--- src/gbn_pkg.sv ---
package gbn_pkg;

  // field widths fixed by the channel definitions
  localparam int SEQ_BITS       = 16;
  localparam int TIMER_BITS     = 24;
  localparam int WSIZE_BITS     = 6;
  localparam int ERR_BITS       = 8;
  localparam int CFG_IDX_BITS   = 3;
  localparam int CFG_DATA_BITS  = 24;

  localparam int DEF_MAX_WINDOW = 32;

  // configuration defaults after reset
  localparam logic [WSIZE_BITS-1:0] RST_WINDOW_SIZE     = WSIZE_BITS'(4);
  localparam logic [SEQ_BITS-1:0]   RST_TOTAL_PACKETS   = '0;
  localparam logic                  RST_ADAPTIVE_ENABLE = 1'b1;
  localparam logic [TIMER_BITS-1:0] RST_TIMEOUT_INITIAL = TIMER_BITS'(100000);
  localparam logic [TIMER_BITS-1:0] RST_TIMEOUT_MIN     = TIMER_BITS'(10000);
  localparam logic [TIMER_BITS-1:0] RST_TIMEOUT_MAX     = TIMER_BITS'(1000000);
  localparam logic [TIMER_BITS-1:0] RST_TIMEOUT_STEP    = TIMER_BITS'(1000);
  localparam logic [ERR_BITS-1:0]   RST_MAX_ERRORS      = ERR_BITS'(10);

  // input commands
  typedef enum logic [1:0] {
    CMD_START = 2'd0,
    CMD_ACK   = 2'd1,
    CMD_ERROR = 2'd2,
    CMD_TIMEOUT = 2'd3
  } cmd_t;

  // configuration register indexes
  typedef enum logic [CFG_IDX_BITS-1:0] {
    CFG_WINDOW_SIZE     = 3'd0,
    CFG_TOTAL_PACKETS   = 3'd1,
    CFG_ADAPTIVE_ENABLE = 3'd2,
    CFG_TIMEOUT_INITIAL = 3'd3,
    CFG_TIMEOUT_MIN     = 3'd4,
    CFG_TIMEOUT_MAX     = 3'd5,
    CFG_TIMEOUT_STEP    = 3'd6,
    CFG_MAX_ERRORS      = 3'd7
  } cfg_idx_t;

  // controller to datapath commands
  typedef struct packed {
    logic capture;
    logic exec;
    logic emit;
  } gbn_cmd_t;

  // datapath to controller status
  typedef struct packed {
    logic slot_free;
    logic emit_last;
  } gbn_sts_t;

  // one result item
  typedef struct packed {
    logic                  kind;
    logic [SEQ_BITS-1:0]   seq_number;
    logic                  timer_start;
    logic                  timer_stop;
    logic [TIMER_BITS-1:0] timer_interval;
    logic                  done_res;
    logic                  failed;
    logic                  last;
  } gbn_out_t;

endpackage

--- src/gbn_in_if.sv ---
interface gbn_in_if;
  import gbn_pkg::*;

  logic                valid;
  logic                ready;
  logic [1:0]          command;
  logic [SEQ_BITS-1:0] ack_number;

  modport source (output valid, output command, output ack_number, input ready);
  modport sink   (input valid, input command, input ack_number, output ready);
endinterface

--- src/gbn_out_if.sv ---
interface gbn_out_if;
  import gbn_pkg::*;

  logic                  valid;
  logic                  ready;
  logic                  kind;
  logic [SEQ_BITS-1:0]   seq_number;
  logic                  timer_start;
  logic                  timer_stop;
  logic [TIMER_BITS-1:0] timer_interval;
  logic                  done_res;
  logic                  failed;
  logic                  last;

  modport source (output valid, output kind, output seq_number, output timer_start,
                  output timer_stop, output timer_interval, output done_res,
                  output failed, output last, input ready);
  modport sink   (input valid, input kind, input seq_number, input timer_start,
                  input timer_stop, input timer_interval, input done_res,
                  input failed, input last, output ready);
endinterface

--- src/gbn_cfg_if.sv ---
interface gbn_cfg_if;
  import gbn_pkg::*;

  logic                     valid;
  logic                     ready;
  logic [CFG_IDX_BITS-1:0]  index;
  logic [CFG_DATA_BITS-1:0] data;

  modport source (output valid, output index, output data, input ready);
  modport sink   (input valid, input index, input data, output ready);
endinterface

--- src/gbn_ctrl.sv ---
module gbn_ctrl (
  input  logic              clk,
  input  logic              rst_n,
  input  logic              in_valid,
  output logic              in_ready,
  input  gbn_pkg::gbn_sts_t sts,
  output gbn_pkg::gbn_cmd_t cmd
);
  import gbn_pkg::*;

  typedef enum logic [2:0] {
    S_IDLE = 3'b001,
    S_EXEC = 3'b010,
    S_SEND = 3'b100
  } state_t;

  state_t state_r, state_nxt;

  // next state and commands, no input transfer while reset is held
  always_comb begin
    state_nxt   = state_r;
    in_ready    = 1'b0;
    cmd.capture = 1'b0;
    cmd.exec    = 1'b0;
    cmd.emit    = 1'b0;
    case (state_r)
      S_IDLE: begin
        in_ready = rst_n;
        if (in_valid && rst_n) begin
          cmd.capture = 1'b1;
          state_nxt   = S_EXEC;
        end
      end
      S_EXEC: begin
        cmd.exec  = 1'b1;
        state_nxt = S_SEND;
      end
      S_SEND: begin
        if (sts.slot_free) begin
          cmd.emit = 1'b1;
          if (sts.emit_last) begin
            state_nxt = S_IDLE;
          end
        end
      end
      default: begin
        state_nxt = S_IDLE;
      end
    endcase
  end

  // state register
  always_ff @(posedge clk) begin
    if (!rst_n) begin
      state_r <= S_IDLE;
    end else begin
      state_r <= state_nxt;
    end
  end

  a_exec_follows_capture: assert property (@(posedge clk) disable iff (!rst_n)
    cmd.capture |=> (state_r == S_EXEC && !in_ready))
    else $error("step update did not follow input transfer");

  a_last_ends_step: assert property (@(posedge clk) disable iff (!rst_n)
    (cmd.emit && sts.emit_last) |=> (state_r == S_IDLE))
    else $error("controller kept sending after last result");

endmodule

--- src/gbn_dp.sv ---
module gbn_dp #(
  parameter int MAX_WINDOW = gbn_pkg::DEF_MAX_WINDOW
) (
  input  logic                                clk,
  input  logic                                rst_n,
  input  gbn_pkg::gbn_cmd_t                   cmd,
  output gbn_pkg::gbn_sts_t                   sts,
  input  logic [1:0]                          in_command,
  input  logic [gbn_pkg::SEQ_BITS-1:0]        in_ack_number,
  input  logic                                cfg_we,
  input  logic [gbn_pkg::CFG_IDX_BITS-1:0]    cfg_index,
  input  logic [gbn_pkg::CFG_DATA_BITS-1:0]   cfg_data,
  output logic                                out_valid,
  input  logic                                out_ready,
  output gbn_pkg::gbn_out_t                   out_q
);
  import gbn_pkg::*;

  localparam int CNT_BITS = $clog2(MAX_WINDOW + 1);
  localparam int CMP_BITS = (CNT_BITS > WSIZE_BITS) ? CNT_BITS : WSIZE_BITS;
  localparam int SB = SEQ_BITS;
  localparam int TB = TIMER_BITS;

  // configuration registers
  logic [WSIZE_BITS-1:0] window_size_r;
  logic [SB-1:0]         total_packets_r;
  logic                  adaptive_r;
  logic [TB-1:0]         tmo_initial_r;
  logic [TB-1:0]         tmo_min_r;
  logic [TB-1:0]         tmo_max_r;
  logic [TB-1:0]         tmo_step_r;
  logic [ERR_BITS-1:0]   max_errors_r;

  // window state
  logic [SB-1:0]       base_r, base_nxt;
  logic [SB-1:0]       next_r, next_nxt;
  logic [SB-1:0]       wlast_r, wlast_nxt;
  logic [SB-1:0]       acked_r, acked_nxt;
  logic [ERR_BITS-1:0] err_r, err_nxt;
  logic                trun_r, trun_nxt;
  logic [TB-1:0]       tv_r, tv_nxt;

  // per-step registers
  cmd_t                cmd_r;
  logic [SB-1:0]       ack_r;
  logic                send_en_r, send_en_nxt;
  logic                started_r, started_nxt;
  logic                stopped_r, stopped_nxt;
  logic [CNT_BITS-1:0] cnt_r;

  logic     out_valid_r;
  gbn_out_t out_r, out_nxt;

  // effective window: zero acts as one, clamp at the maximum
  logic [CMP_BITS-1:0] ws_ext, eff_w;
  assign ws_ext = CMP_BITS'(window_size_r);
  always_comb begin
    if (ws_ext == '0) begin
      eff_w = CMP_BITS'(1);
    end else if (ws_ext > CMP_BITS'(MAX_WINDOW)) begin
      eff_w = CMP_BITS'(MAX_WINDOW);
    end else begin
      eff_w = ws_ext;
    end
  end

  // window end: min(base + window - 1, total), base is 1 on start or ack + 1
  logic [SB:0]   wend;
  logic [SB-1:0] wlast_new;
  assign wend      = {1'b0, (cmd_r == CMD_START) ? '0 : ack_r} + (SB+1)'(eff_w);
  assign wlast_new = (wend < {1'b0, total_packets_r}) ? wend[SB-1:0] : total_packets_r;

  // adaptive timeout up and down
  logic [TB:0]   tv_sum, tv_thr;
  logic          raise_ok, lower_ok;
  logic [TB-1:0] tv_raised, tv_lowered;
  assign tv_sum     = {1'b0, tv_r} + {1'b0, tmo_step_r};
  assign tv_thr     = {1'b0, tmo_min_r} + {1'b0, tmo_step_r};
  assign raise_ok   = adaptive_r && (tv_sum <= {1'b0, tmo_max_r});
  assign lower_ok   = adaptive_r && ({1'b0, tv_r} >= tv_thr);
  assign tv_raised  = raise_ok ? tv_sum[TB-1:0] : tv_r;
  assign tv_lowered = lower_ok ? (tv_r - tmo_step_r) : tv_r;

  // transfer status
  logic                done, failed;
  logic [ERR_BITS-1:0] err_lim;
  assign err_lim = (max_errors_r == '0) ? ERR_BITS'(1) : max_errors_r;
  assign done    = (acked_r == total_packets_r);
  assign failed  = (err_r >= err_lim);

  // step update
  logic ack_ok;
  assign ack_ok = (ack_r >= base_r) && (ack_r <= wlast_r);

  always_comb begin
    base_nxt    = base_r;
    next_nxt    = next_r;
    wlast_nxt   = wlast_r;
    acked_nxt   = acked_r;
    err_nxt     = err_r;
    trun_nxt    = trun_r;
    tv_nxt      = tv_r;
    send_en_nxt = 1'b0;
    started_nxt = 1'b0;
    stopped_nxt = 1'b0;
    case (cmd_r)
      CMD_START: begin
        base_nxt    = SB'(1);
        next_nxt    = SB'(1);
        acked_nxt   = '0;
        err_nxt     = '0;
        trun_nxt    = 1'b0;
        tv_nxt      = tmo_initial_r;
        wlast_nxt   = wlast_new;
        send_en_nxt = 1'b1;
      end
      CMD_ACK: begin
        if (!done && !failed) begin
          if (ack_ok) begin
            tv_nxt    = tv_lowered;
            wlast_nxt = wlast_new;
            base_nxt  = ack_r + SB'(1);
            acked_nxt = ack_r;
            trun_nxt  = 1'b1;
            if (ack_r == total_packets_r) begin
              stopped_nxt = 1'b1;
            end else begin
              started_nxt = 1'b1;
              send_en_nxt = 1'b1;
            end
          end else if (ack_r < base_r) begin
            tv_nxt = tv_raised;
          end
        end
      end
      CMD_ERROR: begin
        if (!done && !failed) begin
          if (err_r != '1) begin
            err_nxt = err_r + ERR_BITS'(1);
          end
          if (adaptive_r) begin
            tv_nxt   = tv_raised;
            trun_nxt = 1'b0;
          end
        end
      end
      CMD_TIMEOUT: begin
        if (!done && !failed) begin
          tv_nxt      = tv_raised;
          trun_nxt    = 1'b0;
          next_nxt    = base_r;
          send_en_nxt = 1'b1;
        end
      end
      default: begin
        send_en_nxt = 1'b0;
      end
    endcase
  end

  // send sequencer: one result per free output slot
  logic          cur_ok, nxt_ok;
  logic [SB-1:0] next_inc;
  logic [CNT_BITS:0] cnt_inc;
  assign next_inc = next_r + SB'(1);
  assign cnt_inc  = {1'b0, cnt_r} + (CNT_BITS+1)'(1);
  assign cur_ok   = send_en_r && (next_r <= wlast_r) && (cnt_r < CNT_BITS'(MAX_WINDOW));
  assign nxt_ok   = (next_inc <= wlast_r) && (cnt_inc < (CNT_BITS+1)'(MAX_WINDOW));

  assign sts.slot_free = !out_valid_r || out_ready;
  assign sts.emit_last = !cur_ok || !nxt_ok;

  // result assembly
  always_comb begin
    out_nxt.kind           = cur_ok;
    out_nxt.seq_number     = cur_ok ? next_r : '0;
    out_nxt.timer_start    = (cnt_r == '0) && (started_r || (cur_ok && !trun_r));
    out_nxt.timer_stop     = (cnt_r == '0) && stopped_r;
    out_nxt.timer_interval = tv_r;
    out_nxt.done_res       = done;
    out_nxt.failed         = failed;
    out_nxt.last           = sts.emit_last;
  end

  // configuration registers
  always_ff @(posedge clk) begin
    if (!rst_n) begin
      window_size_r   <= RST_WINDOW_SIZE;
      total_packets_r <= RST_TOTAL_PACKETS;
      adaptive_r      <= RST_ADAPTIVE_ENABLE;
      tmo_initial_r   <= RST_TIMEOUT_INITIAL;
      tmo_min_r       <= RST_TIMEOUT_MIN;
      tmo_max_r       <= RST_TIMEOUT_MAX;
      tmo_step_r      <= RST_TIMEOUT_STEP;
      max_errors_r    <= RST_MAX_ERRORS;
    end else if (cfg_we) begin
      case (cfg_idx_t'(cfg_index))
        CFG_WINDOW_SIZE:     window_size_r   <= cfg_data[WSIZE_BITS-1:0];
        CFG_TOTAL_PACKETS:   total_packets_r <= cfg_data[SB-1:0];
        CFG_ADAPTIVE_ENABLE: adaptive_r      <= cfg_data[0];
        CFG_TIMEOUT_INITIAL: tmo_initial_r   <= cfg_data[TB-1:0];
        CFG_TIMEOUT_MIN:     tmo_min_r       <= cfg_data[TB-1:0];
        CFG_TIMEOUT_MAX:     tmo_max_r       <= cfg_data[TB-1:0];
        CFG_TIMEOUT_STEP:    tmo_step_r      <= cfg_data[TB-1:0];
        CFG_MAX_ERRORS:      max_errors_r    <= cfg_data[ERR_BITS-1:0];
        default: begin
          max_errors_r <= max_errors_r;
        end
      endcase
    end
  end

  // input capture, payload only, and per-step send flags on state update
  always_ff @(posedge clk) begin
    if (cmd.capture) begin
      cmd_r <= cmd_t'(in_command);
      ack_r <= in_ack_number;
    end
    if (cmd.exec) begin
      send_en_r <= send_en_nxt;
      started_r <= started_nxt;
      stopped_r <= stopped_nxt;
    end
  end

  // window state and sequencer count
  always_ff @(posedge clk) begin
    if (!rst_n) begin
      base_r  <= SB'(1);
      next_r  <= SB'(1);
      wlast_r <= '0;
      acked_r <= '0;
      err_r   <= '0;
      trun_r  <= 1'b0;
      tv_r    <= RST_TIMEOUT_INITIAL;
      cnt_r   <= '0;
    end else if (cmd.exec) begin
      base_r  <= base_nxt;
      next_r  <= next_nxt;
      wlast_r <= wlast_nxt;
      acked_r <= acked_nxt;
      err_r   <= err_nxt;
      trun_r  <= trun_nxt;
      tv_r    <= tv_nxt;
      cnt_r   <= '0;
    end else if (cmd.emit && cur_ok) begin
      next_r <= next_inc;
      trun_r <= 1'b1;
      cnt_r  <= cnt_inc[CNT_BITS-1:0];
    end
  end

  // output register
  always_ff @(posedge clk) begin
    if (!rst_n) begin
      out_valid_r <= 1'b0;
    end else if (cmd.emit) begin
      out_valid_r <= 1'b1;
    end else if (out_ready) begin
      out_valid_r <= 1'b0;
    end
  end

  always_ff @(posedge clk) begin
    if (cmd.emit) begin
      out_r <= out_nxt;
    end
  end

  assign out_valid = out_valid_r;
  assign out_q     = out_r;

  a_burst_bound: assert property (@(posedge clk) disable iff (!rst_n)
    cmd.emit |-> (cnt_r < CNT_BITS'(MAX_WINDOW)))
    else $error("more packets in one step than the window allows");

  a_status_single: assert property (@(posedge clk) disable iff (!rst_n)
    (cmd.emit && !cur_ok) |-> (cnt_r == '0))
    else $error("status result after packets of the same step");

  a_stop_means_done: assert property (@(posedge clk) disable iff (!rst_n)
    (out_valid_r && out_r.timer_stop) |-> (out_r.done_res && !out_r.timer_start))
    else $error("timer stop without completed transfer");

endmodule

--- src/go_back_n_sender_window_core.sv ---
// channel  dir  handshake      payload
// in_ch    in   valid/ready    command, ack_number
// out_ch   out  valid/ready    kind, seq_number, timer_start/stop, timer_interval, flags, last
// cfg_ch   in   valid/ready    index, data (ready high whenever out of reset)
//
// an input is captured, then the window state is updated, then the results are sent;
// a step gives 1 to MAX_WINDOW results, set by the send sequencer that, unless
// out_ready holds it, walks the window one sequence number per cycle via the output register
// rst_n is synchronous; it clears the window state and loads the register defaults
// out_ready low holds the sequencer; in_ready is high only between steps
module go_back_n_sender_window_core #(
  parameter int MAX_WINDOW = gbn_pkg::DEF_MAX_WINDOW
) (
  input logic      clk,
  input logic      rst_n,
  gbn_in_if.sink   in_ch,
  gbn_out_if.source out_ch,
  gbn_cfg_if.sink  cfg_ch
);
  import gbn_pkg::*;

  gbn_cmd_t ctl_cmd;
  gbn_sts_t dp_sts;
  gbn_out_t out_q;

  // config writes are taken whenever out of reset
  assign cfg_ch.ready = rst_n;

  gbn_ctrl u_ctrl (
    .clk      (clk),
    .rst_n    (rst_n),
    .in_valid (in_ch.valid),
    .in_ready (in_ch.ready),
    .sts      (dp_sts),
    .cmd      (ctl_cmd)
  );

  gbn_dp #(
    .MAX_WINDOW (MAX_WINDOW)
  ) u_dp (
    .clk           (clk),
    .rst_n         (rst_n),
    .cmd           (ctl_cmd),
    .sts           (dp_sts),
    .in_command    (in_ch.command),
    .in_ack_number (in_ch.ack_number),
    .cfg_we        (cfg_ch.valid),
    .cfg_index     (cfg_ch.index),
    .cfg_data      (cfg_ch.data),
    .out_valid     (out_ch.valid),
    .out_ready     (out_ch.ready),
    .out_q         (out_q)
  );

  // result transfer fields
  assign out_ch.kind           = out_q.kind;
  assign out_ch.seq_number     = out_q.seq_number;
  assign out_ch.timer_start    = out_q.timer_start;
  assign out_ch.timer_stop     = out_q.timer_stop;
  assign out_ch.timer_interval = out_q.timer_interval;
  assign out_ch.done_res       = out_q.done_res;
  assign out_ch.failed         = out_q.failed;
  assign out_ch.last           = out_q.last;

endmodule
--- src/flat_wrapper.sv ---
// flat-port wrapper written by rule: the top's interface ports become plain ports
module go_back_n_sender_window_core_flat import gbn_pkg::*;
#(
  parameter int MAX_WINDOW = gbn_pkg::DEF_MAX_WINDOW
)
  (clk, rst_n, in_ch_valid, in_ch_command, in_ch_ack_number, in_ch_ready, out_ch_valid, out_ch_kind, out_ch_seq_number, out_ch_timer_start, out_ch_timer_stop, out_ch_timer_interval, out_ch_done_res, out_ch_failed, out_ch_last, out_ch_ready, cfg_ch_valid, cfg_ch_index, cfg_ch_data, cfg_ch_ready);
  gbn_in_if in_ch_i ();
  gbn_out_if out_ch_i ();
  gbn_cfg_if cfg_ch_i ();
  input logic clk;
  input logic rst_n;
  input wire logic [$bits(in_ch_i.valid)-1:0] in_ch_valid;
  input wire logic [$bits(in_ch_i.command)-1:0] in_ch_command;
  input wire logic [$bits(in_ch_i.ack_number)-1:0] in_ch_ack_number;
  output wire logic [$bits(in_ch_i.ready)-1:0] in_ch_ready;
  output wire logic [$bits(out_ch_i.valid)-1:0] out_ch_valid;
  output wire logic [$bits(out_ch_i.kind)-1:0] out_ch_kind;
  output wire logic [$bits(out_ch_i.seq_number)-1:0] out_ch_seq_number;
  output wire logic [$bits(out_ch_i.timer_start)-1:0] out_ch_timer_start;
  output wire logic [$bits(out_ch_i.timer_stop)-1:0] out_ch_timer_stop;
  output wire logic [$bits(out_ch_i.timer_interval)-1:0] out_ch_timer_interval;
  output wire logic [$bits(out_ch_i.done_res)-1:0] out_ch_done_res;
  output wire logic [$bits(out_ch_i.failed)-1:0] out_ch_failed;
  output wire logic [$bits(out_ch_i.last)-1:0] out_ch_last;
  input wire logic [$bits(out_ch_i.ready)-1:0] out_ch_ready;
  input wire logic [$bits(cfg_ch_i.valid)-1:0] cfg_ch_valid;
  input wire logic [$bits(cfg_ch_i.index)-1:0] cfg_ch_index;
  input wire logic [$bits(cfg_ch_i.data)-1:0] cfg_ch_data;
  output wire logic [$bits(cfg_ch_i.ready)-1:0] cfg_ch_ready;
  assign in_ch_i.valid = in_ch_valid;
  assign in_ch_i.command = in_ch_command;
  assign in_ch_i.ack_number = in_ch_ack_number;
  assign in_ch_ready = in_ch_i.ready;
  assign out_ch_valid = out_ch_i.valid;
  assign out_ch_kind = out_ch_i.kind;
  assign out_ch_seq_number = out_ch_i.seq_number;
  assign out_ch_timer_start = out_ch_i.timer_start;
  assign out_ch_timer_stop = out_ch_i.timer_stop;
  assign out_ch_timer_interval = out_ch_i.timer_interval;
  assign out_ch_done_res = out_ch_i.done_res;
  assign out_ch_failed = out_ch_i.failed;
  assign out_ch_last = out_ch_i.last;
  assign out_ch_i.ready = out_ch_ready;
  assign cfg_ch_i.valid = cfg_ch_valid;
  assign cfg_ch_i.index = cfg_ch_index;
  assign cfg_ch_i.data = cfg_ch_data;
  assign cfg_ch_ready = cfg_ch_i.ready;
  go_back_n_sender_window_core #(.MAX_WINDOW(MAX_WINDOW)) u_core (.clk(clk), .rst_n(rst_n), .in_ch(in_ch_i), .out_ch(out_ch_i), .cfg_ch(cfg_ch_i));
endmodule
--- config.mk ---
export PLATFORM = sky130hd
export DESIGN_NAME = go_back_n_sender_window_core_flat
export DESIGN_NICKNAME = d
export VERILOG_FILES = /design/src/gbn_pkg.sv /design/src/gbn_in_if.sv /design/src/gbn_out_if.sv /design/src/gbn_cfg_if.sv /design/src/gbn_ctrl.sv /design/src/gbn_dp.sv /design/src/go_back_n_sender_window_core.sv /design/src/flat_wrapper.sv
export SDC_FILE = /design/constraint.sdc
export NUM_CORES = 1
export LEC_CHECK = 0
export ABC_CLOCK_PERIOD_IN_PS = 5160
export BUFFER_PORTS_ARGS = -buffer_cell sky130_fd_sc_hd__buf_2
export CORE_MARGIN = 2
export CORE_UTILIZATION = 55
export DETAILED_ROUTE_END_ITERATION = 6
export PLACE_DENSITY = 0.85
export SYNTH_ARGS = -nofsm -noshare
export SYNTH_HDL_FRONTEND = slang
export SYNTH_HIERARCHICAL = 1
export SYNTH_SLANG_ARGS = --single-unit
--- constraint.sdc ---
create_clock -name clk -period 5.16 [get_ports clk]
set_clock_uncertainty 0.1 [all_clocks]
set_input_delay 0.258 -clock clk [delete_from_list [all_inputs] [get_ports clk]]
set_output_delay 0.258 -clock clk [all_outputs]
set_load 0.02 [all_outputs]
==> run_results.csv <==
group,metric,value,unit
synth,synth_area,19400,um^2
critical_path,r2r_slack,0.09,ns
critical_path,cp.arrival,5.41,ns
critical_path,crit_path_max_incr_delay,0.44,ns
synth,seq_area_frac_synth,34.5,%
worst_hold_path,min-delay-start,"cfg_ch_data[2]",
die,die_h,192,um
timing,worstMarginPinSlew,1.26,ns
finish,fin_util,65.2,%
finish,final_common_cell,"nand2_1",
die,die_area,36800,um^2
die,start_util,56.1,%
cts,path_clk_slew,0.06,ns
timing,timing.fmax,197,MHz
critical_path,cp_top_family,"compound AO/OA/AOI/OAI gates",
critical_path,cpMostUsedCell,"buf_4",
synth,ys_ff_latch,301,
cts,numCtsBuffers,35,
routing,drc_errors,5,
synth,synth-warning-count,6,
global_route,grt_first_pass_wirelength,94800,um
timing,rsz0062_at_grt,"true",
timing,period_share,98.3,%
critical_path,worst-path-max-fanout,7,
place,port_buffers,98,
finish,antenna_cells,0,
global_route,antenna_found_initial,0,
worst_hold_path,min_to,"u_core/u_dp/tmo_step_r[2]",
die,die_x,192,um
synth,async_flop_share,0,%
finish,drive_gt1_share,12.2,%
global_route,track_usage,32.9,%
cts,cts_tree,"built",
die,row_count,68,
run_status,status,"complete, but fails checks",
timing,holdWs,0.0105,ns
critical_path,critPathSlowestCell,"or3b_2",
synth,synthFlopType,"dfxtp_1",
finish,syn_to_final_growth,16.2,%
timing,layout_setup_ws,0.0896,ns
routing,num_vias,18300,
timing,finalCriticalPeriod,5.07,ns
timing,slew-limit-headroom,15.8,%
timing,final-hold-violation-count,0,
die,ios,99,
die,design.core.area,34600,um^2
pwr,powerDensity,253,nW/um^2
global_route,grt_pass1_vias,17900,
critical_path,timing.rr.start,"u_core/u_dp/tmo_step_r[6]",
synth,synth_cell_types,88,
critical_path,r2r_cells,23,
critical_path,r2r-end,"u_core/u_dp/tv_r[16]",
cts,cts_buffer_depth,3,
place,gp_congestion,0.988,
critical_path,critPathRequiredTime,5.50,ns
run_status,violations,"design-rule violations",
global_route,grt_overflow,0,
synth,synth_edf_count,67,
timing,drv_slew,0,
critical_path,crit_chain,"inv_1 -> ha_1 -> or3b_2 -> a31oi_1 -> a311oi_2 -> buf_4 -> a2111oi_2 -> buf_4 -> o31ai_2 -> a21oi_1 -> xnor2_1 -> ha_1 -> nand2_1 -> nor2_2 -> nand4_1 -> nor2_1 -> a21oi_1 -> a31oi_1 -> buf_4 -> nor3_4 -> buf_8 -> a221o_1 -> a221o_1",
routing,avgRoutedWirePerCell,20.7,um
finish,layout_common_cells,"362 x nand2_1, 251 x a21oi_1, 230 x dfxtp_1, 213 x ha_1, 159 x inv_1",
worst_hold_path,hp-class,"in2reg",
cts,root_buffer,"clkbuf_16",
critical_path,start_kind,"flip-flop",
routing,finalWirelength,61600,um
place,dp_slack,-0.258,ns
worst_hold_path,whs_path_depth,3,
place,place_hpwl,44000,um
finish,nets,2768,
cts,htreeDepth,2,
flow_run,drv_cap,0,
routing,viasPerCell,6.16,
finish,stdcell_area,22600,um^2
critical_path,worst-path-buf-inv,5,
pwr,leakage,0.00911,uW
synth,syn_inst,2332,
cts,clock_latency,0.55,ns
synth,syn_area_per_cell,8.33,um^2
routing,drt_first_pass_iters,7,
critical_path,endpoint_kind,"flip-flop",
routing,drt-initial-drc-count,1578,
timing,setup_viol,0,
routing,postRouteAntennaNets,0,
pwr,vdd_drop_max,0.000266,V
place,place_area,20700,um^2
critical_path,path_class,"reg2reg",
synth,syn_nets,2603,
cts,cts.sinks,301,
global_route,grt_max_degree,73,
==> layout make-up <==
type	instances	area, um^2
clock buffer	55	1060
clock inverter	4	47.5
fill	2831	12100
inverter	163	614
multi-input combinational	1759	11900
sequential	301	6700
tap	455	569
timing repair buffer	237	1700
==> worst min-delay path, stage by stage <==
cell     delay (ns)
buf_2          0.21
nand2_1        0.09
a21oi_1        0.06
==> how the worst max path moves through the flow <==
stage,start,slack (ns),cells after the start,to
after floorplan,u_core/u_dp/cmd_r[0],0.05,26,u_core/u_dp/wlast_r[5]
after global placement,u_core/u_dp/tv_r[0],-0.03,22,u_core/u_dp/tv_r[0]
after detailed placement,u_core/u_dp/tmo_step_r[1],-0.26,21,u_core/u_dp/tv_r[17]
after CTS,u_core/u_dp/tv_r[0],0.005,22,u_core/u_dp/tv_r[16]
after global routing,u_core/u_dp/tmo_step_r[0],-0.03,22,u_core/u_dp/tv_r[16]
final,u_core/u_dp/tmo_step_r[6],0.09,23,u_core/u_dp/tv_r[16]
==> synthesized netlist by cell type, types with 12 or more instances <==
| master | count | share of area, % |
|---|---|---|
| a211oi_1 | 23 | 0.89 |
| o21ai_0 | 96 | 2.5 |
| nor3_1 | 28 | 0.72 |
| dfxtp_1 | 234 | 24 |
| nor4_1 | 12 | 0.39 |
| and3_1 | 25 | 0.81 |
| nand4_1 | 47 | 1.5 |
| nand2_1 | 363 | 7.0 |
| xnor2_1 | 95 | 4.3 |
| nand2b_1 | 16 | 0.52 |
| nor2_1 | 119 | 2.3 |
| o21a_1 | 23 | 0.89 |
| o211ai_1 | 29 | 1.1 |
| xor2_1 | 40 | 1.8 |
| ha_1 | 217 | 14 |
| inv_1 | 161 | 3.1 |
| mux2i_1 | 23 | 1.2 |
| and2_1 | 27 | 0.87 |
| nand3_1 | 77 | 2.0 |
| clkbuf_1 | 93 | 1.8 |
| a21oi_1 | 252 | 6.5 |
| a21o_1 | 36 | 1.4 |
| or3_1 | 13 | 0.42 |
| nor2b_1 | 28 | 0.90 |
| a221oi_1 | 14 | 0.63 |
| edfxtp_1 | 67 | 10 |
| o2bb2ai_1 | 15 | 0.68 |
==> power breakdown <==
group          leakage, uW  switching [uW]  internal, uW
sequential         0.00249            48.1          2440
combinational      0.00608             456           308
clock             0.000540             999          1460
==> through the flow <==
step	TNS [ns]	power, uW	std cells
after detailed placement	-3.90	3220	2860
after floorplan	0	2980	2332
after CTS	0	5690	2963
after global routing	-0.165	5880	2974
final	0	5710	2974
after global placement	-0.261	3200	2860
==> flip-flops by register name (all words and copies together), names as in the netlist, 16 cells and up <==
| signal | cells |
|---|---|
| u_core/u_dp/wlast_r | 16 |
| u_core/u_dp/tmo_min_r | 24 |
| u_core/u_dp/tmo_initial_r | 24 |
| u_core/u_dp/total_packets_r | 16 |
| u_core/u_dp/tmo_max_r | 24 |
| u_core/u_dp/out_q | 46 |
| u_core/u_dp/tmo_step_r | 24 |
| u_core/u_dp/next_r | 16 |
| u_core/u_dp/ack_r | 16 |
| u_core/u_dp/acked_r | 16 |
| u_core/u_dp/base_r | 16 |
| u_core/u_dp/tv_r | 24 |
==> cells by family after synthesis <==
family | synth area share (%)
AOI/OAI and AO/OA | 19.8
muxes | 1.19
DFF | 34.5
buffers and inverters | 5.46
adders and majority gates | 14.4
and+or+nand+nor | 18.6
xor gates and xnor gates | 6.09
==> repair_timing <==
item / CTS / global route
gates cloned: 0 / 1
hold buffers: 43 / 0
pin swaps: 4 / 15
resized for setup: 9 / 35
hold endpoints to repair: 125 / 0
buffers inserted: 1 / 10
endpoints found under the setup margin: 20 / 40
==> routing by layer <==
layer | track usage, % | wire (um)
met1 | 40.0 | 24300
met2 | 55.7 | 29200
met3 | 5.19 | 4950
met4 | 17.9 | 3200
met5 | 0 | 0
Power figures use the tool's default switching activity.
